### src/hdl/sum_checked_display_frame_responder_assert.svh
// Assertion macros shared by the frame responder modules.
// Each expects clk and rst_n in the scope where it is used.
`ifndef SUM_CHECKED_DISPLAY_FRAME_RESPONDER_ASSERT_SVH
`define SUM_CHECKED_DISPLAY_FRAME_RESPONDER_ASSERT_SVH

// Check cons in the same cycle as ante.
`define SCDFR_ASSERT_NOW(label, ante, cons, msg) \
    label: assert property (@(posedge clk) disable iff (!rst_n) (ante) |-> (cons)) \
        else $error(msg);

// Check cons in the cycle after ante.
`define SCDFR_ASSERT_NEXT(label, ante, cons, msg) \
    label: assert property (@(posedge clk) disable iff (!rst_n) (ante) |=> (cons)) \
        else $error(msg);

`endif

### src/hdl/scdfr_pkg.sv
// Shared types, constants and lookup table of the display frame responder.
// No dependencies; the front, queue, back and top level refer to it by scoped names.
package scdfr_pkg;

    localparam int FRAME_BYTES       = 32;
    localparam int HANDSHAKE_ENTRIES = 64;
    localparam int HS_IDX_W          = 6;
    localparam int QUEUE_DEPTH       = 2;

    // frame and reply codes
    localparam logic [7:0] START_CODE     = 8'h3A;
    localparam logic [7:0] CMD_STATUS     = 8'h52;
    localparam logic [7:0] CMD_SETTINGS   = 8'h53;
    localparam logic [7:0] CMD_SETPOINT   = 8'h54;
    localparam logic [7:0] REPLY_ADDR     = 8'h1A;
    localparam logic [7:0] REPLY_SIZE     = 8'h05;
    localparam logic [7:0] STATE_BATT_LOW = 8'h40;
    localparam logic [7:0] HS_MARK        = 8'h0D;
    localparam logic [7:0] BYTE_CR        = 8'h0D;
    localparam logic [7:0] BYTE_LF        = 8'h0A;
    localparam logic [5:0] CUR_LIMIT_MASK = 6'h3F;
    localparam int         CUR_LIMIT_STEP = 500;

    // current * 3 / 10 as a multiply by 3 * ceil(2^16 / 10), exact below 1024
    localparam int DIV10_MUL   = 19662;
    localparam int DIV10_SHIFT = 16;

    // frame byte positions
    localparam int POS_CMD      = 2;
    localparam int POS_SIZE     = 3;
    localparam int POS_FLD_LO   = 4;
    localparam int POS_FLD_HI   = 13;
    localparam int POS_ASSIST   = 4;
    localparam int POS_RIDER    = 5;
    localparam int POS_SETPOINT = 4;
    localparam int POS_PAS      = 4;
    localparam int POS_MODE     = 6;
    localparam int POS_THROTTLE = 7;
    localparam int POS_CUR_LIM  = 8;
    localparam int POS_HS_INDEX = 9;
    localparam int POS_SPEED    = 11;
    localparam int POS_WHEEL_HI = 12;
    localparam int POS_WHEEL_LO = 13;
    localparam int FRAME_OVERHEAD = 6;

    // reply word indexes
    localparam int REPLY_IDX_W = 4;
    localparam logic [3:0] W_START  = 4'd0;
    localparam logic [3:0] W_ADDR   = 4'd1;
    localparam logic [3:0] W_CMD    = 4'd2;
    localparam logic [3:0] W_SIZE   = 4'd3;
    localparam logic [3:0] W_BODY0  = 4'd4;
    localparam logic [3:0] W_BODY1  = 4'd5;
    localparam logic [3:0] W_BODY2  = 4'd6;
    localparam logic [3:0] W_BODY3  = 4'd7;
    localparam logic [3:0] W_BODY4  = 4'd8;
    localparam logic [3:0] W_SUM_LO = 4'd9;
    localparam logic [3:0] W_SUM_HI = 4'd10;
    localparam logic [3:0] W_CR     = 4'd11;
    localparam logic [3:0] W_LF     = 4'd12;

    // reset values
    localparam logic [7:0]  RST_ASSIST   = 8'd128;
    localparam logic [7:0]  RST_RIDER    = 8'h0C;
    localparam logic [7:0]  RST_SETPOINT = 8'd255;
    localparam logic [7:0]  RST_SPEED    = 8'd250;
    localparam logic [14:0] RST_CUR_LIM  = 15'd150;
    localparam logic [15:0] RST_WHEEL    = 16'd2200;

    localparam logic [7:0] HS_TABLE [HANDSHAKE_ENTRIES] = '{
        8'd137, 8'd159, 8'd134, 8'd249, 8'd88,  8'd11,  8'd250, 8'd61,
        8'd33,  8'd150, 8'd3,   8'd193, 8'd118, 8'd141, 8'd209, 8'd94,
        8'd226, 8'd68,  8'd146, 8'd158, 8'd145, 8'd127, 8'd216, 8'd62,
        8'd116, 8'd230, 8'd101, 8'd211, 8'd251, 8'd54,  8'd229, 8'd247,
        8'd20,  8'd222, 8'd59,  8'd63,  8'd35,  8'd252, 8'd142, 8'd238,
        8'd23,  8'd197, 8'd84,  8'd77,  8'd147, 8'd173, 8'd210, 8'd57,
        8'd142, 8'd223, 8'd157, 8'd97,  8'd36,  8'd160, 8'd229, 8'd237,
        8'd75,  8'd80,  8'd37,  8'd113, 8'd154, 8'd88,  8'd23,  8'd120
    };

    typedef struct packed {
        logic [7:0]  assist_level;
        logic [7:0]  rider_flags;
        logic [7:0]  direct_setpoint;
        logic [7:0]  speed_limit;
        logic [14:0] current_limit_ma;
        logic [15:0] wheel_size_mm;
        logic [5:0]  setting_flags;
    } regs_t;

    // one queued result run: a 13-word reply or a single empty word
    typedef struct packed {
        logic            reply;
        logic            ok;
        logic [7:0]      cmd;
        logic [4:0][7:0] body;
        regs_t           regs;
    } job_t;

    typedef struct packed {
        logic       has_byte;
        logic [7:0] tx_byte;
        logic       last_of_run;
        logic       frame_ok;
        logic [7:0] command_code;
        regs_t      regs;
    } out_word_t;

endpackage

### src/hdl/scdfr_channels.sv
// Valid/ready channel interfaces of the frame responder.
// Depends on nothing; used by the front, back and top level.
interface scdfr_in_if;
    logic        valid;
    logic        ready;
    logic [7:0]  rx_byte;
    logic        battery_low;
    logic [9:0]  current_tenths;
    logic [15:0] wheel_time_ms;
    logic [7:0]  error_code;

    modport source (output valid, rx_byte, battery_low, current_tenths, wheel_time_ms,
                    error_code, input ready);
    modport sink (input valid, rx_byte, battery_low, current_tenths, wheel_time_ms,
                  error_code, output ready);
endinterface

interface scdfr_out_if;
    logic        valid;
    logic        ready;
    logic        has_byte;
    logic [7:0]  tx_byte;
    logic        last_of_run;
    logic        frame_ok;
    logic [7:0]  command_code;
    logic [7:0]  assist_level;
    logic [7:0]  rider_flags;
    logic [7:0]  direct_setpoint;
    logic [7:0]  speed_limit;
    logic [14:0] current_limit_ma;
    logic [15:0] wheel_size_mm;
    logic [5:0]  setting_flags;

    modport source (output valid, has_byte, tx_byte, last_of_run, frame_ok, command_code,
                    assist_level, rider_flags, direct_setpoint, speed_limit,
                    current_limit_ma, wheel_size_mm, setting_flags, input ready);
    modport sink (input valid, has_byte, tx_byte, last_of_run, frame_ok, command_code,
                  assist_level, rider_flags, direct_setpoint, speed_limit,
                  current_limit_ma, wheel_size_mm, setting_flags, output ready);
endinterface

### src/hdl/scdfr_queue.sv
// Small job queue between the frame front and the reply back.
// Depends on scdfr_pkg for the job type.
module scdfr_queue #(
    parameter int DEPTH = scdfr_pkg::QUEUE_DEPTH
) (
    input  logic              clk,
    input  logic              rst_n,
    input  logic              push_valid,
    output logic              push_ready,
    input  scdfr_pkg::job_t   push_job,
    output logic              pop_valid,
    input  logic              pop_ready,
    output scdfr_pkg::job_t   pop_job
);
    localparam int PTR_W = (DEPTH > 1) ? $clog2(DEPTH) : 1;
    localparam int CNT_W = $clog2(DEPTH + 1);

    scdfr_pkg::job_t slot_reg [DEPTH];
    logic [PTR_W-1:0] wr_ptr_reg, wr_ptr_next;
    logic [PTR_W-1:0] rd_ptr_reg, rd_ptr_next;
    logic [CNT_W-1:0] count_reg, count_next;
    logic push, pop;

    assign push_ready = count_reg != CNT_W'(DEPTH);
    assign pop_valid  = count_reg != '0;
    assign pop_job    = slot_reg[rd_ptr_reg];
    assign push       = push_valid && push_ready;
    assign pop        = pop_valid && pop_ready;

    always_comb
    begin
        wr_ptr_next = wr_ptr_reg;
        rd_ptr_next = rd_ptr_reg;
        count_next  = count_reg;
        if (push)
        begin
            wr_ptr_next = (wr_ptr_reg == PTR_W'(DEPTH - 1)) ? '0 : wr_ptr_reg + 1'b1;
        end
        if (pop)
        begin
            rd_ptr_next = (rd_ptr_reg == PTR_W'(DEPTH - 1)) ? '0 : rd_ptr_reg + 1'b1;
        end
        if (push && !pop)
        begin
            count_next = count_reg + 1'b1;
        end
        else if (pop && !push)
        begin
            count_next = count_reg - 1'b1;
        end
    end

    always_ff @(posedge clk or negedge rst_n)
    begin
        if (!rst_n)
        begin
            wr_ptr_reg <= '0;
            rd_ptr_reg <= '0;
            count_reg  <= '0;
        end
        else
        begin
            wr_ptr_reg <= wr_ptr_next;
            rd_ptr_reg <= rd_ptr_next;
            count_reg  <= count_next;
        end
    end

    always_ff @(posedge clk)
    begin
        if (push)
        begin
            slot_reg[wr_ptr_reg] <= push_job;
        end
    end

endmodule

### src/hdl/scdfr_front.sv
// Frame front: hunts the start code, collects and checks frames, updates
// the rider and setting registers and queues one job per finished or
// oversize frame. Depends on scdfr_pkg and scdfr_channels.
module scdfr_front #(
    parameter int FRAME_BYTES = scdfr_pkg::FRAME_BYTES
) (
    input  logic            clk,
    input  logic            rst_n,
    scdfr_in_if.sink        link,
    output logic            push_valid,
    input  logic            push_ready,
    output scdfr_pkg::job_t push_job
);
    localparam int POS_W = $clog2(FRAME_BYTES);
    localparam logic [8:0] SIZE_MAX = 9'(FRAME_BYTES - scdfr_pkg::FRAME_OVERHEAD);
    localparam int LO = scdfr_pkg::POS_FLD_LO;
    localparam int HI = scdfr_pkg::POS_FLD_HI;

    logic [POS_W-1:0] pos_reg, pos_next;
    logic [15:0] sum_reg, sum_next;
    logic [7:0]  assist_reg, assist_next;
    logic [7:0]  rider_reg, rider_next;
    logic [7:0]  setpoint_reg, setpoint_next;
    logic [7:0]  speed_limit_reg, speed_limit_next;
    logic [14:0] current_limit_reg, current_limit_next;
    logic [15:0] wheel_size_reg, wheel_size_next;
    logic [4:0]  settings_reg, settings_next;
    logic        autodetect_done_reg, autodetect_done_next;

    // frame payload, no reset
    logic [7:0] size_reg;
    logic [7:0] cmd_reg;
    logic [7:0] prev_reg;
    logic [7:0] fld_reg [LO:HI];
    logic [7:0] fb [LO:HI];

    logic        acc;
    logic [8:0]  pos9;
    logic        hunting;
    logic [7:0]  size_eff;
    logic        oversize;
    logic        frame_end;
    logic        ok;
    logic        is_status, is_settings, is_setpoint;
    logic        pulse;
    logic [24:0] cur_prod;
    logic [8:0]  cur_q;
    logic [7:0]  cur_byte;

    assign link.ready = push_ready;
    assign acc        = link.valid && link.ready;
    assign pos9       = 9'(pos_reg);
    assign hunting    = (pos_reg == '0) || (pos9 >= 9'(FRAME_BYTES));
    assign size_eff   = (pos_reg == POS_W'(scdfr_pkg::POS_SIZE)) ? link.rx_byte : size_reg;
    assign oversize   = !hunting && (pos_reg == POS_W'(scdfr_pkg::POS_SIZE))
                        && ({1'b0, link.rx_byte} > SIZE_MAX);
    assign frame_end  = !hunting && (pos9 > 9'(scdfr_pkg::POS_SIZE))
                        && (pos9 == 9'd5 + {1'b0, size_reg});
    // checksum closes on this byte (high) and the one before (low)
    assign ok         = sum_reg == {link.rx_byte, prev_reg};
    assign is_status   = frame_end && ok && (cmd_reg == scdfr_pkg::CMD_STATUS);
    assign is_settings = frame_end && ok && (cmd_reg == scdfr_pkg::CMD_SETTINGS);
    assign is_setpoint = frame_end && ok && (cmd_reg == scdfr_pkg::CMD_SETPOINT);
    assign pulse       = is_settings && fb[scdfr_pkg::POS_MODE][7] && !autodetect_done_reg;

    assign cur_prod = 25'(link.current_tenths) * 25'(scdfr_pkg::DIV10_MUL);
    assign cur_q    = cur_prod[scdfr_pkg::DIV10_SHIFT +: 9];
    assign cur_byte = (cur_q > 9'd255) ? 8'hFF : cur_q[7:0];

    // view of the store with the current byte already written
    always_comb
    begin
        for (int i = LO; i <= HI; i++)
        begin
            fb[i] = (pos_reg == POS_W'(i)) ? link.rx_byte : fld_reg[i];
        end
    end

    always_comb
    begin
        pos_next             = pos_reg;
        sum_next             = sum_reg;
        assist_next          = assist_reg;
        rider_next           = rider_reg;
        setpoint_next        = setpoint_reg;
        speed_limit_next     = speed_limit_reg;
        current_limit_next   = current_limit_reg;
        wheel_size_next      = wheel_size_reg;
        settings_next        = settings_reg;
        autodetect_done_next = autodetect_done_reg;
        if (acc)
        begin
            if (hunting)
            begin
                pos_next = '0;
                if (link.rx_byte == scdfr_pkg::START_CODE)
                begin
                    pos_next = POS_W'(1);
                    sum_next = '0;
                end
            end
            else if (oversize || frame_end)
            begin
                pos_next = '0;
            end
            else
            begin
                pos_next = pos_reg + 1'b1;
                // header bytes always count; payload bytes up to the size
                if ((pos9 <= 9'(scdfr_pkg::POS_SIZE))
                    || (pos9 <= 9'd3 + {1'b0, size_eff}))
                begin
                    sum_next = sum_reg + 16'(link.rx_byte);
                end
            end
            if (is_status)
            begin
                assist_next = fb[scdfr_pkg::POS_ASSIST];
                rider_next  = fb[scdfr_pkg::POS_RIDER];
            end
            if (is_settings)
            begin
                settings_next = {fb[scdfr_pkg::POS_THROTTLE][6], fb[scdfr_pkg::POS_THROTTLE][7],
                                 fb[scdfr_pkg::POS_MODE][6], fb[scdfr_pkg::POS_MODE][7],
                                 fb[scdfr_pkg::POS_PAS][7]};
                speed_limit_next   = fb[scdfr_pkg::POS_SPEED];
                current_limit_next = 15'(fb[scdfr_pkg::POS_CUR_LIM][5:0]
                                         & scdfr_pkg::CUR_LIMIT_MASK)
                                     * 15'(scdfr_pkg::CUR_LIMIT_STEP);
                wheel_size_next    = {fb[scdfr_pkg::POS_WHEEL_HI], fb[scdfr_pkg::POS_WHEEL_LO]};
                if (pulse)
                begin
                    autodetect_done_next = 1'b1;
                end
            end
            if (is_setpoint)
            begin
                setpoint_next = fb[scdfr_pkg::POS_SETPOINT];
            end
        end
    end

    // job for the back: register fields show the values after this frame
    always_comb
    begin
        push_valid = acc && (oversize || frame_end);
        push_job.reply = is_status || is_settings;
        push_job.ok    = frame_end && ok;
        push_job.cmd   = cmd_reg;
        if (is_settings)
        begin
            push_job.body[0] = 8'h00;
            push_job.body[1] = 8'h00;
            push_job.body[2] = scdfr_pkg::HS_MARK;
            push_job.body[3] = scdfr_pkg::HS_TABLE[fb[scdfr_pkg::POS_HS_INDEX]
                                                    [scdfr_pkg::HS_IDX_W-1:0]];
            push_job.body[4] = 8'h00;
        end
        else
        begin
            push_job.body[0] = link.battery_low ? scdfr_pkg::STATE_BATT_LOW : 8'h00;
            push_job.body[1] = cur_byte;
            push_job.body[2] = link.wheel_time_ms[15:8];
            push_job.body[3] = link.wheel_time_ms[7:0];
            push_job.body[4] = link.error_code;
        end
        push_job.regs.assist_level     = assist_next;
        push_job.regs.rider_flags      = rider_next;
        push_job.regs.direct_setpoint  = setpoint_next;
        push_job.regs.speed_limit      = speed_limit_next;
        push_job.regs.current_limit_ma = current_limit_next;
        push_job.regs.wheel_size_mm    = wheel_size_next;
        push_job.regs.setting_flags    = {pulse, settings_next};
    end

    always_ff @(posedge clk or negedge rst_n)
    begin
        if (!rst_n)
        begin
            pos_reg             <= '0;
            sum_reg             <= '0;
            assist_reg          <= scdfr_pkg::RST_ASSIST;
            rider_reg           <= scdfr_pkg::RST_RIDER;
            setpoint_reg        <= scdfr_pkg::RST_SETPOINT;
            speed_limit_reg     <= scdfr_pkg::RST_SPEED;
            current_limit_reg   <= scdfr_pkg::RST_CUR_LIM;
            wheel_size_reg      <= scdfr_pkg::RST_WHEEL;
            settings_reg        <= '0;
            autodetect_done_reg <= 1'b0;
        end
        else
        begin
            pos_reg             <= pos_next;
            sum_reg             <= sum_next;
            assist_reg          <= assist_next;
            rider_reg           <= rider_next;
            setpoint_reg        <= setpoint_next;
            speed_limit_reg     <= speed_limit_next;
            current_limit_reg   <= current_limit_next;
            wheel_size_reg      <= wheel_size_next;
            settings_reg        <= settings_next;
            autodetect_done_reg <= autodetect_done_next;
        end
    end

    always_ff @(posedge clk)
    begin
        if (acc && !hunting)
        begin
            prev_reg <= link.rx_byte;
            if (pos_reg == POS_W'(scdfr_pkg::POS_CMD))
            begin
                cmd_reg <= link.rx_byte;
            end
            if (pos_reg == POS_W'(scdfr_pkg::POS_SIZE))
            begin
                size_reg <= link.rx_byte;
            end
            for (int i = LO; i <= HI; i++)
            begin
                if (pos_reg == POS_W'(i))
                begin
                    fld_reg[i] <= link.rx_byte;
                end
            end
        end
    end

endmodule

### src/hdl/scdfr_back.sv
// Reply back: takes jobs from the queue and streams their words through
// an output register. Depends on scdfr_pkg, scdfr_channels and the assert header.
`include "sum_checked_display_frame_responder_assert.svh"

module scdfr_back (
    input  logic            clk,
    input  logic            rst_n,
    input  logic            pop_valid,
    output logic            pop_ready,
    input  scdfr_pkg::job_t pop_job,
    scdfr_out_if.source     resp
);
    localparam int IDX_W = scdfr_pkg::REPLY_IDX_W;

    scdfr_pkg::job_t      job_reg, job_next;
    logic                 cur_valid_reg, cur_valid_next;
    logic [IDX_W-1:0]     idx_reg, idx_next;
    logic [15:0]          chk_reg, chk_next;
    logic                 out_valid_reg, out_valid_next;
    scdfr_pkg::out_word_t out_word_reg, out_word_next;

    logic advance;
    logic last_word;
    logic load;

    assign advance   = cur_valid_reg && (!out_valid_reg || resp.ready);
    assign last_word = !job_reg.reply || (idx_reg == scdfr_pkg::W_LF);
    assign pop_ready = !cur_valid_reg || (advance && last_word);
    assign load      = pop_valid && pop_ready;

    // reply checksum over address, command, size and the five body bytes
    always_comb
    begin
        chk_next = 16'(scdfr_pkg::REPLY_ADDR) + 16'(pop_job.cmd) + 16'(scdfr_pkg::REPLY_SIZE);
        for (int i = 0; i < 5; i++)
        begin
            chk_next = chk_next + 16'(pop_job.body[i]);
        end
    end

    always_comb
    begin
        job_next       = job_reg;
        idx_next       = idx_reg;
        cur_valid_next = cur_valid_reg;
        if (advance)
        begin
            idx_next = idx_reg + 1'b1;
            if (last_word)
            begin
                cur_valid_next = 1'b0;
            end
        end
        if (load)
        begin
            job_next       = pop_job;
            idx_next       = '0;
            cur_valid_next = 1'b1;
        end
    end

    always_comb
    begin
        out_word_next.has_byte     = job_reg.reply;
        out_word_next.last_of_run  = last_word;
        out_word_next.frame_ok     = job_reg.ok;
        out_word_next.command_code = job_reg.cmd;
        out_word_next.regs         = job_reg.regs;
        out_word_next.tx_byte      = 8'h00;
        if (job_reg.reply)
        begin
            case (idx_reg)
                scdfr_pkg::W_START:  out_word_next.tx_byte = scdfr_pkg::START_CODE;
                scdfr_pkg::W_ADDR:   out_word_next.tx_byte = scdfr_pkg::REPLY_ADDR;
                scdfr_pkg::W_CMD:    out_word_next.tx_byte = job_reg.cmd;
                scdfr_pkg::W_SIZE:   out_word_next.tx_byte = scdfr_pkg::REPLY_SIZE;
                scdfr_pkg::W_BODY0:  out_word_next.tx_byte = job_reg.body[0];
                scdfr_pkg::W_BODY1:  out_word_next.tx_byte = job_reg.body[1];
                scdfr_pkg::W_BODY2:  out_word_next.tx_byte = job_reg.body[2];
                scdfr_pkg::W_BODY3:  out_word_next.tx_byte = job_reg.body[3];
                scdfr_pkg::W_BODY4:  out_word_next.tx_byte = job_reg.body[4];
                scdfr_pkg::W_SUM_LO: out_word_next.tx_byte = chk_reg[7:0];
                scdfr_pkg::W_SUM_HI: out_word_next.tx_byte = chk_reg[15:8];
                scdfr_pkg::W_CR:     out_word_next.tx_byte = scdfr_pkg::BYTE_CR;
                scdfr_pkg::W_LF:     out_word_next.tx_byte = scdfr_pkg::BYTE_LF;
                default:             out_word_next.tx_byte = 8'h00;
            endcase
        end
    end

    always_comb
    begin
        out_valid_next = out_valid_reg;
        if (advance)
        begin
            out_valid_next = 1'b1;
        end
        else if (resp.ready)
        begin
            out_valid_next = 1'b0;
        end
    end

    always_ff @(posedge clk or negedge rst_n)
    begin
        if (!rst_n)
        begin
            cur_valid_reg <= 1'b0;
            out_valid_reg <= 1'b0;
            idx_reg       <= '0;
        end
        else
        begin
            cur_valid_reg <= cur_valid_next;
            out_valid_reg <= out_valid_next;
            idx_reg       <= idx_next;
        end
    end

    always_ff @(posedge clk)
    begin
        job_reg <= job_next;
        if (load)
        begin
            chk_reg <= chk_next;
        end
        if (advance)
        begin
            out_word_reg <= out_word_next;
        end
    end

    assign resp.valid            = out_valid_reg;
    assign resp.has_byte         = out_word_reg.has_byte;
    assign resp.tx_byte          = out_word_reg.tx_byte;
    assign resp.last_of_run      = out_word_reg.last_of_run;
    assign resp.frame_ok         = out_word_reg.frame_ok;
    assign resp.command_code     = out_word_reg.command_code;
    assign resp.assist_level     = out_word_reg.regs.assist_level;
    assign resp.rider_flags      = out_word_reg.regs.rider_flags;
    assign resp.direct_setpoint  = out_word_reg.regs.direct_setpoint;
    assign resp.speed_limit      = out_word_reg.regs.speed_limit;
    assign resp.current_limit_ma = out_word_reg.regs.current_limit_ma;
    assign resp.wheel_size_mm    = out_word_reg.regs.wheel_size_mm;
    assign resp.setting_flags    = out_word_reg.regs.setting_flags;

    `SCDFR_ASSERT_NOW(a_empty_closes_run, resp.valid && !resp.has_byte, resp.last_of_run, "empty word not marked last")
    `SCDFR_ASSERT_NOW(a_idx_in_reply, cur_valid_reg, idx_reg <= scdfr_pkg::W_LF, "reply index past line feed")
    `SCDFR_ASSERT_NOW(a_no_job_dropped, load && cur_valid_reg, advance && last_word, "job replaced before its last word")

endmodule

### src/hdl/sum_checked_display_frame_responder.sv
// Top level of the display link frame responder.
// Depends on scdfr_pkg, scdfr_channels, scdfr_front, scdfr_queue and scdfr_back.
// Usage:
//   link carries one received byte per word together with a telemetry
//   snapshot (battery flag, motor current, wheel time, error code). resp
//   carries result words: reply bytes with has_byte set, or one empty word
//   per frame that gives no reply. last_of_run closes the words of one frame.
// Timing:
//   The front takes a byte every cycle while the job queue has room. A
//   frame's first result word reaches resp through the queue write, the
//   job load and the output register after its closing byte is taken. A
//   reply then streams 13 words; an empty result is one word. Sustained
//   rate is set by the back: it streams every word of a result before it
//   takes the next job; the front keeps one byte per cycle otherwise.
// Reset:
//   rst_n clears the frame hunt, the checksum and the rider and setting
//   registers to their defaults; stored frame bytes stay undefined.
// Stall:
//   When resp.ready is low the output word holds, the back stops, the queue
//   fills and link.ready drops once the queue is full.
module sum_checked_display_frame_responder #(
    parameter int FRAME_BYTES = scdfr_pkg::FRAME_BYTES,
    parameter int QUEUE_DEPTH = scdfr_pkg::QUEUE_DEPTH
) (
    input  logic        clk,
    input  logic        rst_n,
    scdfr_in_if.sink    link,
    scdfr_out_if.source resp
);
    scdfr_pkg::job_t push_job;
    scdfr_pkg::job_t pop_job;
    logic            push_valid, push_ready;
    logic            pop_valid, pop_ready;

    // classify bytes and update registers
    scdfr_front #(
        .FRAME_BYTES (FRAME_BYTES)
    ) u_front (
        .clk        (clk),
        .rst_n      (rst_n),
        .link       (link),
        .push_valid (push_valid),
        .push_ready (push_ready),
        .push_job   (push_job)
    );

    // decouple the front from a stalled receiver
    scdfr_queue #(
        .DEPTH (QUEUE_DEPTH)
    ) u_queue (
        .clk        (clk),
        .rst_n      (rst_n),
        .push_valid (push_valid),
        .push_ready (push_ready),
        .push_job   (push_job),
        .pop_valid  (pop_valid),
        .pop_ready  (pop_ready),
        .pop_job    (pop_job)
    );

    // expand jobs into result words
    scdfr_back u_back (
        .clk       (clk),
        .rst_n     (rst_n),
        .pop_valid (pop_valid),
        .pop_ready (pop_ready),
        .pop_job   (pop_job),
        .resp      (resp)
    );

endmodule
### src/flat_wrapper.sv
// flat-port wrapper written by rule: the top's interface ports become plain ports
module sum_checked_display_frame_responder_flat 
#(
    parameter int FRAME_BYTES = scdfr_pkg::FRAME_BYTES,
    parameter int QUEUE_DEPTH = scdfr_pkg::QUEUE_DEPTH
)
  (clk, rst_n, link_valid, link_rx_byte, link_battery_low, link_current_tenths, link_wheel_time_ms, link_error_code, link_ready, resp_valid, resp_has_byte, resp_tx_byte, resp_last_of_run, resp_frame_ok, resp_command_code, resp_assist_level, resp_rider_flags, resp_direct_setpoint, resp_speed_limit, resp_current_limit_ma, resp_wheel_size_mm, resp_setting_flags, resp_ready);
  scdfr_in_if link_i ();
  scdfr_out_if resp_i ();
  input  logic clk;
  input  logic rst_n;
  input wire logic [$bits(link_i.valid)-1:0] link_valid;
  input wire logic [$bits(link_i.rx_byte)-1:0] link_rx_byte;
  input wire logic [$bits(link_i.battery_low)-1:0] link_battery_low;
  input wire logic [$bits(link_i.current_tenths)-1:0] link_current_tenths;
  input wire logic [$bits(link_i.wheel_time_ms)-1:0] link_wheel_time_ms;
  input wire logic [$bits(link_i.error_code)-1:0] link_error_code;
  output wire logic [$bits(link_i.ready)-1:0] link_ready;
  output wire logic [$bits(resp_i.valid)-1:0] resp_valid;
  output wire logic [$bits(resp_i.has_byte)-1:0] resp_has_byte;
  output wire logic [$bits(resp_i.tx_byte)-1:0] resp_tx_byte;
  output wire logic [$bits(resp_i.last_of_run)-1:0] resp_last_of_run;
  output wire logic [$bits(resp_i.frame_ok)-1:0] resp_frame_ok;
  output wire logic [$bits(resp_i.command_code)-1:0] resp_command_code;
  output wire logic [$bits(resp_i.assist_level)-1:0] resp_assist_level;
  output wire logic [$bits(resp_i.rider_flags)-1:0] resp_rider_flags;
  output wire logic [$bits(resp_i.direct_setpoint)-1:0] resp_direct_setpoint;
  output wire logic [$bits(resp_i.speed_limit)-1:0] resp_speed_limit;
  output wire logic [$bits(resp_i.current_limit_ma)-1:0] resp_current_limit_ma;
  output wire logic [$bits(resp_i.wheel_size_mm)-1:0] resp_wheel_size_mm;
  output wire logic [$bits(resp_i.setting_flags)-1:0] resp_setting_flags;
  input wire logic [$bits(resp_i.ready)-1:0] resp_ready;
  assign link_i.valid = link_valid;
  assign link_i.rx_byte = link_rx_byte;
  assign link_i.battery_low = link_battery_low;
  assign link_i.current_tenths = link_current_tenths;
  assign link_i.wheel_time_ms = link_wheel_time_ms;
  assign link_i.error_code = link_error_code;
  assign link_ready = link_i.ready;
  assign resp_valid = resp_i.valid;
  assign resp_has_byte = resp_i.has_byte;
  assign resp_tx_byte = resp_i.tx_byte;
  assign resp_last_of_run = resp_i.last_of_run;
  assign resp_frame_ok = resp_i.frame_ok;
  assign resp_command_code = resp_i.command_code;
  assign resp_assist_level = resp_i.assist_level;
  assign resp_rider_flags = resp_i.rider_flags;
  assign resp_direct_setpoint = resp_i.direct_setpoint;
  assign resp_speed_limit = resp_i.speed_limit;
  assign resp_current_limit_ma = resp_i.current_limit_ma;
  assign resp_wheel_size_mm = resp_i.wheel_size_mm;
  assign resp_setting_flags = resp_i.setting_flags;
  assign resp_i.ready = resp_ready;
  sum_checked_display_frame_responder #(.FRAME_BYTES(FRAME_BYTES), .QUEUE_DEPTH(QUEUE_DEPTH)) u_core (.clk(clk), .rst_n(rst_n), .link(link_i), .resp(resp_i));
endmodule
### config.mk
export PLATFORM = sky130hd
export DESIGN_NAME = sum_checked_display_frame_responder_flat
export DESIGN_NICKNAME = d
export VERILOG_FILES = /design/src/hdl/scdfr_pkg.sv /design/src/hdl/scdfr_channels.sv /design/src/hdl/scdfr_queue.sv /design/src/hdl/scdfr_front.sv /design/src/hdl/scdfr_back.sv /design/src/hdl/sum_checked_display_frame_responder.sv /design/src/flat_wrapper.sv
export VERILOG_INCLUDE_DIRS = /design/src /design/src/hdl
export SDC_FILE = /design/constraint.sdc
export NUM_CORES = 1
export LEC_CHECK = 0
export ABC_CLOCK_PERIOD_IN_PS = 21900
export BUFFER_PORTS_ARGS = -buffer_cell sky130_fd_sc_hd__buf_2
export CAP_MARGIN = 20
export CORE_MARGIN = 5
export CORE_UTILIZATION = 52
export DETAILED_ROUTE_END_ITERATION = 12
export PLACE_DENSITY_LB_ADDON = 0.12
export SLEW_MARGIN = 15
export SYNTH_ARGS = -nofsm -noshare
export SYNTH_HDL_FRONTEND = slang
export SYNTH_SLANG_ARGS = --single-unit
### constraint.sdc
create_clock -name clk -period 21.9 [get_ports clk]
set_clock_uncertainty 0.2 [all_clocks]
set_input_delay 1.095 -clock clk [delete_from_list [all_inputs] [get_ports clk]]
set_output_delay 1.095 -clock clk [all_outputs]
set_load 0.02 [all_outputs]
---- After elaboration in Yosys (flattened, before gate mapping) ----
Memory sizes are Yosys's and may differ from the RTL's.
Index checks and enable logic that the tools add are counted.
storage, ports and cells
  register bits ........................... 347
  bits in writable memories ............... 318
  memory bits (read-only) ................. 512
  logic and storage cells ................. 270
  memories kept ........................... 3
cells by class
  add/sub/neg operators ................... 16
  $mul .................................... 2
  $lt $le $gt $ge ......................... 7
  equality and inequality tests ........... 33
  multiplexer cells ....................... 107
  bitwise gates (word level) .............. 1
  reductions and logical operators ........ 54
memories
  memory                   words  width  rd ports  clocked after Yosys merged registers in  write ports  RTL line            source
  (no name shown)          64     8      1         0                                        0            scdfr_front.sv:155  push_job.body[3] = scdfr_pkg::HS_TABLE[fb[scdfr_pkg::POS_HS_INDEX]
  u_core.u_queue.slot_reg  2      119    1         0                                        1            scdfr_queue.sv:18   scdfr_pkg::job_t slot_reg [DEPTH];
  u_core.u_front.fld_reg   10     8      9         0                                        1            scdfr_front.sv:34   logic [7:0] fld_reg [LO:HI];
operators with widths
  cell                                                 number
  two-way mux 8 bit                                    28
  case mux 8 bit (13 select lines)                     1
  two-way mux 16 bit                                   6
  OR reduction 8 bit                                   9
  two-way mux 1 bit                                    49
  two-way mux 4 bit                                    11
  two-way mux 40 bit                                   1
  == test 5 x 4 -> 1 bit, second input constant        6
  two-way mux 15 bit                                   2
  == test 8 x 7 -> 1 bit, second input constant        3
  multiplier 10 x 14 -> 24 bit, second input constant  1
  == test 4 bit, second input constant                 5
  == test 5 x 3 -> 1 bit, second input constant        4
  two-way mux 5 bit                                    4
  logical AND 1 bit                                    19
  adder 16 x 8 -> 16 bit                               1
  == test 16 bit                                       1
  == test 4 x 3 -> 1 bit, second input constant        4
  adder 14 x 8 -> 15 bit                               1
  adder 13 x 8 -> 14 bit                               1
  adder 12 x 8 -> 13 bit                               1
  multiplier 6 x 7 -> 13 bit, second input constant    1
  adder 11 x 8 -> 12 bit                               1
  two-way mux 6 bit                                    2
  35 further kinds                                     58

---- Longest topological paths before layout ----
Gate-level depths: netlist (run 1).
  depth after elaboration ................. 16
  gate-level depth with buffers ........... 23
  gate-level depth less buffers ........... 21

---- By module ----
A second synthesis (run 1) with hierarchy kept.
unflattened totals
  cell total of the unflattened synthesis .. 2040
  area, all modules ....................... 30272.8 µm²
modules (own cells, without submodules)
  module       times used  cells an instance  area each (µm²)  seq. area each (µm²)
  scdfr_front  1           1163               12602.1          4685.7
  scdfr_back   1           489                8856.0           6696.4
  scdfr_queue  1           388                8814.7           7247.0

---- Worst setup path before layout (run 1) ----
Ideal clock, no wire load.
  path kind ............................... in2reg
  start point ............................. in resp_ready
  end point ............................... reg u_core.u_queue.count_reg[1]
  data arrival time ....................... 8.549 ns
  data required time ...................... 21.621 ns
  slack ................................... 13.072 ns
  stages on the path ...................... 8
  cells stage by stage .................... nand2b_1 > nand2_1 > a21oi_1 > inv_1 > ha_1 > xor2_1 > nor2_1 > xor2_1
between the ends
  longest elaborated chain between the ends .. 8
  elaborated cells on any way between the ends .. 10
RTL lines
  element                                                         RTL line            source
  from (decl)                                                     flat_wrapper.sv:32  input wire logic [$bits(resp_i.ready)-1:0] resp_ready;
  logical OR 1 bit (*)                                            scdfr_back.sv:26    assign advance = cur_valid_reg && (!out_valid_reg || resp.ready);
  logical AND 1 bit (*)                                           scdfr_back.sv:26
  logical AND 1 bit (*)                                           scdfr_back.sv:28    assign pop_ready = !cur_valid_reg || (advance && last_word);
  logical OR 1 bit (*)                                            scdfr_back.sv:28
  logical AND 1 bit (*)                                           scdfr_queue.sv:28   assign pop = pop_valid && pop_ready;
  logical NOT 1 bit                                               scdfr_queue.sv:43   if (push && !pop)
  logical AND 1 bit                                               scdfr_queue.sv:43
  two-way mux 2 bit / nonzero test 2 bit (equally long branches)  -
  to (signal assigned)                                            scdfr_queue.sv:65   count_reg <= count_next;
  to (decl)                                                       scdfr_queue.sv:21   logic [CNT_W-1:0] count_reg, count_next;
Mark *: on every way between the ends. The rest lies on a longest branch, timed or not.
A chain may end at the register's enable or synchronous reset.

==> results of run 1 <==
## synthesized netlist by cell type, drive strengths merged, types with 11 or more instances
cell type  number  share of area [%]
nand2          83                1.1
dfrtp          75                6.6
o21ai          52               0.91
a211oi         15               0.39
ha            138                6.1
fa             73                5.1
dfstp          25                2.3
mux2          145                5.7
buf            26               0.53
nand4          11               0.24
nor3           15               0.30
and2           25               0.55
a21o           18               0.47
clkbuf         55               0.72
nor2           89                1.2
o211ai         15               0.39
mux2i          70                2.5
xor2           19               0.58
nand3          16               0.30
edfxtp        515                 54
a21oi          94                1.7
nand2b         12               0.26
inv           169                2.2
xnor2          45                1.4
nor2b          11               0.24
## stage by stage
step | util (%) | hold slack (ns)
detailed placement | 55.2 | 0.205
global placement | 55.2 | 0.200
floorplan | - | 0.200
CTS | 59.2 | 0.219
finish | 59.3 | 0.214
global route | 59.3 | 0.220
## critical path, delay by kind of cell
kind                       cells  cell delay [ns]
xor gates and xnor gates       1             0.41
AOI/OAI and AO/OA              7             1.51
adders and majority gates      6             2.83
buffers and inverters          5             0.33
## per-layer routing
| layer | part of all wire, % | vias up | GRT usage, % |
|---|---|---|---|
| met5 | 0 | - | 0 |
| met4 | 2.2 | 0 | 5.38 |
| met3 | 3.7 | 91 | 3.30 |
| met2 | 47 | 324 | 31.1 |
| met1 | 47 | 7820 | 27.9 |
| li1 | - | 7410 | - |
## worst max-delay path by stage
stage,from,endpoint,slack [ns]
floorplan,resp_ready,u_core.u_queue.count_reg[1],13.07
global placement,link_current_tenths[7],u_core.u_queue.slot_reg[0][82],15.28
detailed placement,link_current_tenths[7],u_core.u_queue.slot_reg[1][82],15.20
CTS,link_current_tenths[7],u_core.u_queue.slot_reg[0][82],15.84
global route,link_current_tenths[7],u_core.u_queue.slot_reg[0][82],15.55
finish,link_current_tenths[7],u_core.u_queue.slot_reg[0][82],15.83
## kinds of logic after synthesis
| kind of cell | Yosys count | synth area share, % |
|---|---|---|
| flip-flops | 615 | 63.1 |
| AND/OR/NAND/NOR | 302 | 5.26 |
| AO/OA/AOI/OAI | 291 | 6.68 |
| buffers and inverters | 251 | 3.49 |
| multiplexers | 215 | 8.25 |
| adder cells (fa/ha/maj) | 211 | 11.2 |
| XOR/XNOR | 65 | 2.04 |
## final cells by class
class | instances | area [sq um]
multi-input cells | 1084 | 9560
well taps | 696 | 871
repair buffers | 155 | 863
diodes | 1 | 2.50
flip-flops and latches | 615 | 18000
inverters | 170 | 638
fillers | 4220 | 22000
clock buffers | 97 | 1910
clock inverters | 26 | 267
## power by group through the flow
stage	clock, uW	sequential, uW	combinational, uW
after floorplan	0	1700	825
after global placement	0	1650	1150
after detailed placement	0	1660	1170
after CTS	1130	1640	1180
after global routing	1180	1650	1330
final	1100	1630	1170
==> flow_summary_export.csv, run 1 <==
group,metric,value,unit
outcome,outcome,"complete, no violations",
global_route,grt_pass1_wl,91500,um
power_and_ir_drop,power_frac_seq,41.8,%
timing,setup_tns,0,ns
floorplanning,core_region_area,54100,sq um
synthesis,async_flop_share,16.3,%
synthesis,syn_area,28500,sq um
clock_tree,cts_made_buffers,67,
timing,min_period,6.07,ns
finish,drive_gt1_share,20.8,%
power_and_ir_drop,internal_power,2690,uW
floorplanning,die_h,244,um
setup_path,cp_slowest_stage_delay,0.55,ns
timing,max_freq,0.165,GHz
power_and_ir_drop,swShare,31.1,%
finish,areaGrowthSynthToFinish,12.6,%
power_and_ir_drop,peakVddDrop,0.108,mV
finish,final_common_cell,"edfxtp_1",
place,place.gp.congestion,0.832,
floorplanning,ioPinCount,137,
flow_run,cap_violations,0,
timing,setup_viol,0,
synthesis,ys_types,81,
power_and_ir_drop,clock_power_share,28.3,%
floorplanning,die_x,244,um
synthesis,ys_warn_count,0,
timing,grt_setup_unrepaired,"no",
setup_path,required,22.01,ns
drt,vias,15645,
clock_tree,clk_pin_slew,0.06,ns
power_and_ir_drop,combPwrFrac,29.9,%
setup_path,r2r_cells,15,
drt,remaining_drc_errors,0,
drt,wire_per_inst,20.2,um
timing,worst_pin_slew,0.999,ns
clock_tree,cts_buffer_depth,3,
setup_path,rrSetupSlack,16.10,ns
setup_path,crit_slowest_cell,"fa_1",
timing,hold_viol_final,0,
global_route,grt_pass1_vias,16333,
global_route,grt_max_degree,79,
timing,fin_crit_sh,27.7,%
place,pre_cts_ws,15.20,ns
drt,dr.pass1.iters,5,
setup_path,end_kind,"register",
worst_hold_path,worstHoldEndpoint,"u_core.u_back.resp.current_limit_ma[2]",
setup_path,crit_chain,"buf_2, fa_1, inv_1, fa_1, fa_1, inv_1, fa_1, inv_1, fa_1, inv_1, ha_1, a21oi_1, o21a_1, o221a_2, a31oi_1, a221o_1, a21oi_1, xor2_1, a21boi_0",
finish,fin_cells,2844,
power_and_ir_drop,power,3910,uW
place,placed_cells,2717,
synthesis,ys_seq_area_share,63.1,%
drt,drt_iter0_drc,1042,
setup_path,crit_fanout,7,
worst_hold_path,whs_path_depth,0,
synthesis,synth.avg_cell_area,14.6,sq um
setup_path,r2r-end,"u_core.u_back.chk_reg[8]",
clock_tree,cts.sinks,615,
synthesis,synth_nets,2208,
drt,routed_wl,57500,um
place,dp_hpwl,37200,um
setup_path,cp_common_cell,"fa_1",
timing,setup_ws,15.83,ns
setup_path,worstSetupPathType,"input port to register",
floorplanning,fp-row-count,85,
finish,final_cell_mix,"edfxtp_1 (515), inv_1 (169), mux2_2 (145), ha_1 (138), buf_2 (135)",
synthesis,ys_ff_latch,615,
synthesis,synthFlopType,"edfxtp_1",
worst_hold_path,min_from,"u_core.u_back.job_reg[24]",
clock_tree,cts_setup_buffers,0,
floorplanning,dieArea,59600,sq um
clock_tree,cts_tree,"done",
finish,nets,2351,
clock_tree,cts-hold-fix-buffers,0,
finish,fin_area,32100,sq um
timing,slew-limit-headroom,32.1,%
global_route,antenna_found_initial,0,
floorplanning,initial_core_util,52.7,%
place,placed_cell_area,29900,sq um
synthesis,synth_edf_count,515,
finish,largest_reg_flops,224,
worst_hold_path,worstHoldPathType,"register to register",
clock_tree,clk-insertion-delay-late,0.60,ns
power_and_ir_drop,leakage,0.0127,uW
clock_tree,cts-root-buf,"clkbuf_16",
synthesis,syn_inst,1950,
power_and_ir_drop,power_density,122,nW/um^2
drt,vias_per_cell,5.50,
setup_path,arrival,6.18,ns
global_route,overflow,0,
global_route,grt_use_total,19.4,%
setup_path,worstSetupStartpointType,"input port",
power_and_ir_drop,power_switching,1220,uW
timing,drv_slew,0,
clock_tree,cts_resized,0,
drt,ant_nets,0,
setup_path,timing.rr.start,"u_core.u_queue.rd_ptr_reg",
place,port_buffers,136,
clock_tree,htree_levels,3,
(Power assumes the default switching activity.)
==> run 2, diff against run 1 <==
--- a/config.mk
+++ b/config.mk
@@ -6,7 +6,7 @@
 export SDC_FILE = /design/constraint.sdc
 export NUM_CORES = 1
 export LEC_CHECK = 0
-export ABC_CLOCK_PERIOD_IN_PS = 21900
+export ABC_CLOCK_PERIOD_IN_PS = 5950
 export BUFFER_PORTS_ARGS = -buffer_cell sky130_fd_sc_hd__buf_2
 export CAP_MARGIN = 20
 export CORE_MARGIN = 5
==> constraint.sdc (replaced) <==
create_clock -name clk -period 5.95 [get_ports clk]
set_clock_uncertainty 0.2 [all_clocks]
set_input_delay 0.2975 -clock clk [delete_from_list [all_inputs] [get_ports clk]]
set_output_delay 0.2975 -clock clk [all_outputs]
set_load 0.02 [all_outputs]
==> run 2 against run 1 <==
Effect of this change: sequential share of layout area fell by 0.70 points; worst setup slack worse by 15 ns; sequential power increased to 3.7 times the previous value; design area increased by 1.3%; first-iteration DRC count up 4.0%; sequential cell count is the same; critical path type is now register to register.
==> flow_summary_export.csv, run 2 (synthesized netlist as in run 1, its figures left out) <==
group,metric,value,unit
drt,drt_iter0_drc,1084,
drt,remaining_drc_errors,0,
global_route,antenna_found_initial,0,
global_route,grt_max_degree,113,
drt,wire_per_inst,20.1,um
clock_tree,cts_buffer_depth,3,
floorplanning,die_h,244,um
clock_tree,clk-insertion-delay-late,0.59,ns
drt,dr.pass1.iters,6,
timing,worst_pin_slew,0.888,ns
power_and_ir_drop,peakVddDrop,0.384,mV
finish,areaGrowthSynthToFinish,14.0,%
setup_path,required,6.07,ns
timing,max_freq,0.183,GHz
timing,setup_tns,0,ns
global_route,grt_pass1_vias,16459,
setup_path,arrival,5.59,ns
clock_tree,cts.sinks,615,
clock_tree,cts_made_buffers,66,
timing,setup_ws,0.483,ns
finish,final_cell_mix,"edfxtp_1 (515), inv_1 (169), mux2_2 (145), ha_1 (138), buf_2 (135)",
finish,n_antenna_cell,0,
place,placed_cell_area,30000,sq um
finish,final_common_cell,"edfxtp_1",
setup_path,crit_fanout,7,
place,pre_cts_ws,0.276,ns
worst_hold_path,worstHoldPathType,"input port to async pin",
timing,drv_slew,0,
floorplanning,core_region_area,54100,sq um
global_route,grt_pass1_wl,92700,um
timing,hold_viol_final,0,
floorplanning,initial_core_util,52.7,%
flow_run,cap_violations,0,
drt,routed_wl,57800,um
finish,fin_area,32500,sq um
floorplanning,dieArea,59600,sq um
clock_tree,clk_pin_slew,0.06,ns
outcome,outcome,"complete, no violations",
setup_path,worstSetupPathType,"register to register",
place,dp_hpwl,38100,um
global_route,overflow,0,
timing,fin_crit_sh,91.9,%
clock_tree,cts_tree,"done",
drt,vias,15826,
timing,grt_setup_unrepaired,"no",
clock_tree,htree_levels,3,
power_and_ir_drop,leakage,0.0128,uW
setup_path,worstSetupStartpointType,"register",
floorplanning,ioPinCount,137,
clock_tree,cts_setup_buffers,0,
power_and_ir_drop,power,14500,uW
timing,setup_viol,0,
timing,min_period,5.47,ns
finish,largest_reg_flops,224,
finish,drive_gt1_share,20.9,%
global_route,grt_use_total,19.6,%
clock_tree,cts-root-buf,"clkbuf_16",
place,port_buffers,136,
drt,ant_nets,0,
finish,nets,2388,
timing,slew-limit-headroom,40.8,%
setup_path,end_kind,"register",
place,place.gp.congestion,0.827,
finish,final_util,60.1,%
floorplanning,die_x,244,um
power_and_ir_drop,power_density,446,nW/um^2
drt,vias_per_cell,5.50,
floorplanning,fp-row-count,85,
==> run 2: repair_timing <==
action                     4_1_cts  5_1_grt
gates resized for setup          0        1
hold endpoints to repair        95        0
hold buffers                    29        0
setup endpoints to repair        0        2
==> run 2: path summary, 6_finish.rpt <==
path,startpoint,to,slack [ns],cells after the start
worst max-delay path,u_core.u_front.pos_reg[0],u_core.u_queue.slot_reg[0][36],0.48,18
worst min-delay path,rst_n,u_core.u_front.rider_reg[6],0.03,2
worst max register to register,u_core.u_front.pos_reg[0],u_core.u_queue.slot_reg[0][36],0.48,18
worst min register to register,u_core.u_back.job_reg[5],u_core.u_back.resp.setting_flags[5],0.21,0
max in group asynchronous,rst_n,u_core.u_queue.rd_ptr_reg,4.09,3
min in group clk,link_rx_byte[6],u_core.u_front.fld_reg[0][46],0.03,1
==> run 2: worst max-delay path: stages (launching register included) <==
cell	delay, ns
dfrtp_1	0.46
inv_1	0.16
ha_1	0.28
and3_2	0.38
mux2i_1	0.37
inv_1	0.17
fa_1	0.63
inv_1	0.10
fa_1	0.53
inv_1	0.05
fa_1	0.47
ha_1	0.34
o21ai_0	0.09
nand2b_1	0.11
a21o_1	0.18
a21o_1	0.19
a31oi_1	0.20
xnor2_1	0.14
a21oi_1	0.11
==> run 2: metrics by stage <==
step,hold WS [ns],cells
2_1_floorplan,-0.198,1950
3_3_place_gp,0.133,2729
3_5_place_dp,0.139,2729
4_1_cts,0.00550,2878
5_1_grt,0.0365,2878
6_report,0.0290,2878
==> run 2: cell type report <==
class | instances | area (sq um)
clock inverter | 32 | 433
fill | 4192 | 21600
sequential | 615 | 18000
multi-input combinational | 1084 | 9560
tap | 696 | 871
clock buffer | 88 | 1810
inverter | 170 | 638
timing repair buffer | 193 | 1210
==> run 2: metal layers <==
| metal | track usage, % | wire (um) | part of all wire (%) |
|---|---|---|---|
| met1 | 28.3 | 26800 | 46 |
| met2 | 31.4 | 27500 | 48 |
| met3 | 3.37 | 2460 | 4.2 |
| met4 | 5.13 | 967 | 1.7 |
| met5 | 0 | 0 | 0 |
==> run 2: report_power, final <==
group | total (uW) | leakage, uW | internal, uW | switching, uW
logic | 4350 | 0.00570 | 1800 | 2550
clock network | 4170 | 0.00108 | 2480 | 1690
registers | 5970 | 0.00605 | 5690 | 279
total | 14500 | 0.0128 | 9970 | 4520
==> run 3, diff against run 2 <==
--- a/config.mk
+++ b/config.mk
@@ -6,9 +6,9 @@
 export SDC_FILE = /design/constraint.sdc
 export NUM_CORES = 1
 export LEC_CHECK = 0
-export ABC_CLOCK_PERIOD_IN_PS = 5950
+export ABC_CLOCK_PERIOD_IN_PS = 5400
 export BUFFER_PORTS_ARGS = -buffer_cell sky130_fd_sc_hd__buf_2
-export CAP_MARGIN = 20
+export CAP_MARGIN = 10
 export CORE_MARGIN = 5
 export CORE_UTILIZATION = 52
 export DETAILED_ROUTE_END_ITERATION = 12
==> constraint.sdc (replaced) <==
create_clock -name clk -period 5.4 [get_ports clk]
set_clock_uncertainty 0.2 [all_clocks]
set_input_delay 0.27 -clock clk [delete_from_list [all_inputs] [get_ports clk]]
set_output_delay 0.27 -clock clk [all_outputs]
set_load 0.02 [all_outputs]
==> run 3 against run 2 <==
Effect of this change: sequential cell count is the same; die area is the same; sequential share of layout area shrank 0.074 points; clock power grew 4%; worst hold slack gained 0.013 ns; largest power group unchanged.
==> flow_summary_export.csv, run 3 (synthesized netlist as in run 1, its figures left out) <==
group,metric,value,unit
setup_path,worstSetupPathType,"register to register",
power_and_ir_drop,power_density,485,nW/um^2
global_route,grt_max_degree,130,
drt,dr.pass1.iters,5,
floorplanning,dieArea,59600,sq um
timing,setup_viol,0,
timing,drv_slew,0,
finish,fin_area,32600,sq um
global_route,overflow,0,
worst_hold_path,worstHoldPathType,"input port to register",
setup_path,arrival,5.13,ns
place,placed_cell_area,30200,sq um
clock_tree,cts_tree,"done",
power_and_ir_drop,power,15800,uW
timing,grt_setup_unrepaired,"no",
floorplanning,die_x,244,um
finish,largest_reg_flops,224,
timing,fin_crit_sh,92.9,%
setup_path,end_kind,"register",
drt,ant_nets,0,
clock_tree,cts-root-buf,"clkbuf_16",
timing,slew-limit-headroom,30.7,%
drt,drt_iter0_drc,1172,
timing,whs,0.0417,ns
finish,final_common_cell,"edfxtp_1",
global_route,grt_pass1_wl,93400,um
drt,vias_per_cell,5.49,
timing,hold_viol_final,0,
floorplanning,core_region_area,54100,sq um
global_route,antenna_found_initial,0,
finish,drive_gt1_share,21.8,%
clock_tree,htree_levels,3,
setup_path,required,5.52,ns
finish,nets,2408,
floorplanning,die_h,244,um
outcome,outcome,"complete, no violations",
power_and_ir_drop,leakage,0.0129,uW
drt,vias,15917,
timing,min_period,5.01,ns
timing,max_freq,0.199,GHz
power_and_ir_drop,peakVddDrop,0.481,mV
drt,routed_wl,58200,um
flow_run,cap_violations,0,
drt,wire_per_inst,20.1,um
place,dp_hpwl,38500,um
global_route,grt_pass1_vias,16676,
drt,remaining_drc_errors,0,
floorplanning,fp-row-count,85,
place,place.gp.congestion,0.841,
clock_tree,cts_made_buffers,66,
setup_path,worstSetupStartpointType,"register",
finish,n_antenna_cell,0,
timing,setup_ws,0.386,ns
setup_path,crit_fanout,6,
finish,final_cell_mix,"edfxtp_1 (515), inv_1 (169), mux2_2 (145), ha_1 (138), buf_2 (135)",
place,pre_cts_ws,-0.0695,ns
finish,areaGrowthSynthToFinish,14.2,%
floorplanning,initial_core_util,52.7,%
timing,worst_pin_slew,1.02,ns
place,port_buffers,136,
global_route,grt_use_total,19.8,%
clock_tree,clk_pin_slew,0.06,ns
clock_tree,cts_buffer_depth,3,
clock_tree,clk-insertion-delay-late,0.60,ns
clock_tree,cts.sinks,615,
floorplanning,ioPinCount,137,
## run 3: where the power goes
part	internal, uW	switching (uW)	total [uW]
registers	6280	284	6560
clock network	2520	1830	4350
logic	2020	2850	4870
## run 3: path summary, 6_finish.rpt
path	to	from	depth (start not counted)	slack, ns
max	u_core.u_queue.slot_reg[0][36]	u_core.u_front.pos_reg[0]	19	0.39
min	u_core.u_front.fld_reg[0][45]	link_rx_byte[5]	2	0.04
max reg2reg	u_core.u_queue.slot_reg[0][36]	u_core.u_front.pos_reg[0]	19	0.39
min reg2reg	u_core.u_back.resp.wheel_size_mm[1]	u_core.u_back.job_reg[7]	0	0.22
max in group asynchronous	u_core.u_queue.rd_ptr_reg	rst_n	3	3.66
min in group asynchronous	u_core.u_front.rider_reg[5]	rst_n	2	0.09
## run 3: cell type report
cell class	instances	area, sq um
Clock buffer	93	1860
Clock inverter	29	254
Fill cell	4240	21600
Inverter	170	638
Multi-Input combinational cell	1084	9560
Sequential cell	615	18000
Tap cell	696	871
Timing Repair Buffer	213	1380
## run 3: critical path, stage by stage, from the launching register on
cell and delay (ns):
dfrtp_1 0.37, inv_1 0.12, ha_1 0.19, and3_4 0.27, mux2i_1 0.37, inv_1 0.18
ha_1 0.33, fa_1 0.54, inv_1 0.05, fa_1 0.49, inv_1 0.04, ha_1 0.32
nor2b_1 0.15, o21ai_0 0.16, nand2b_1 0.11, a21o_1 0.19, a21o_1 0.19, a31oi_1 0.20
xnor2_1 0.14, a21oi_1 0.12
## run 3: layer usage
metal,global-route usage (%),wire [um],up-vias
met5,0,0,-
met4,5.14,1130,0
met3,3.14,2460,73
met2,31.7,27600,328
met1,28.7,27000,7988
li1,-,-,7528
## run 3: what timing repair did
action,in CTS,in global routing
hold buffers,27,0
setup endpoints to repair,0,5
setup buffers,0,0
hold endpoints to repair,106,0
resized for setup,0,2
## run 3: through the flow
stage / setup TNS [ns] / instances / utilization, %
floorplan: 0 / 1950 / -
global placement: -0.596 / 2751 / 55.7
detailed placement: -0.800 / 2751 / 55.7
CTS: 0 / 2900 / 60.1
global route: 0 / 2900 / 60.2
finish: 0 / 2900 / 60.2
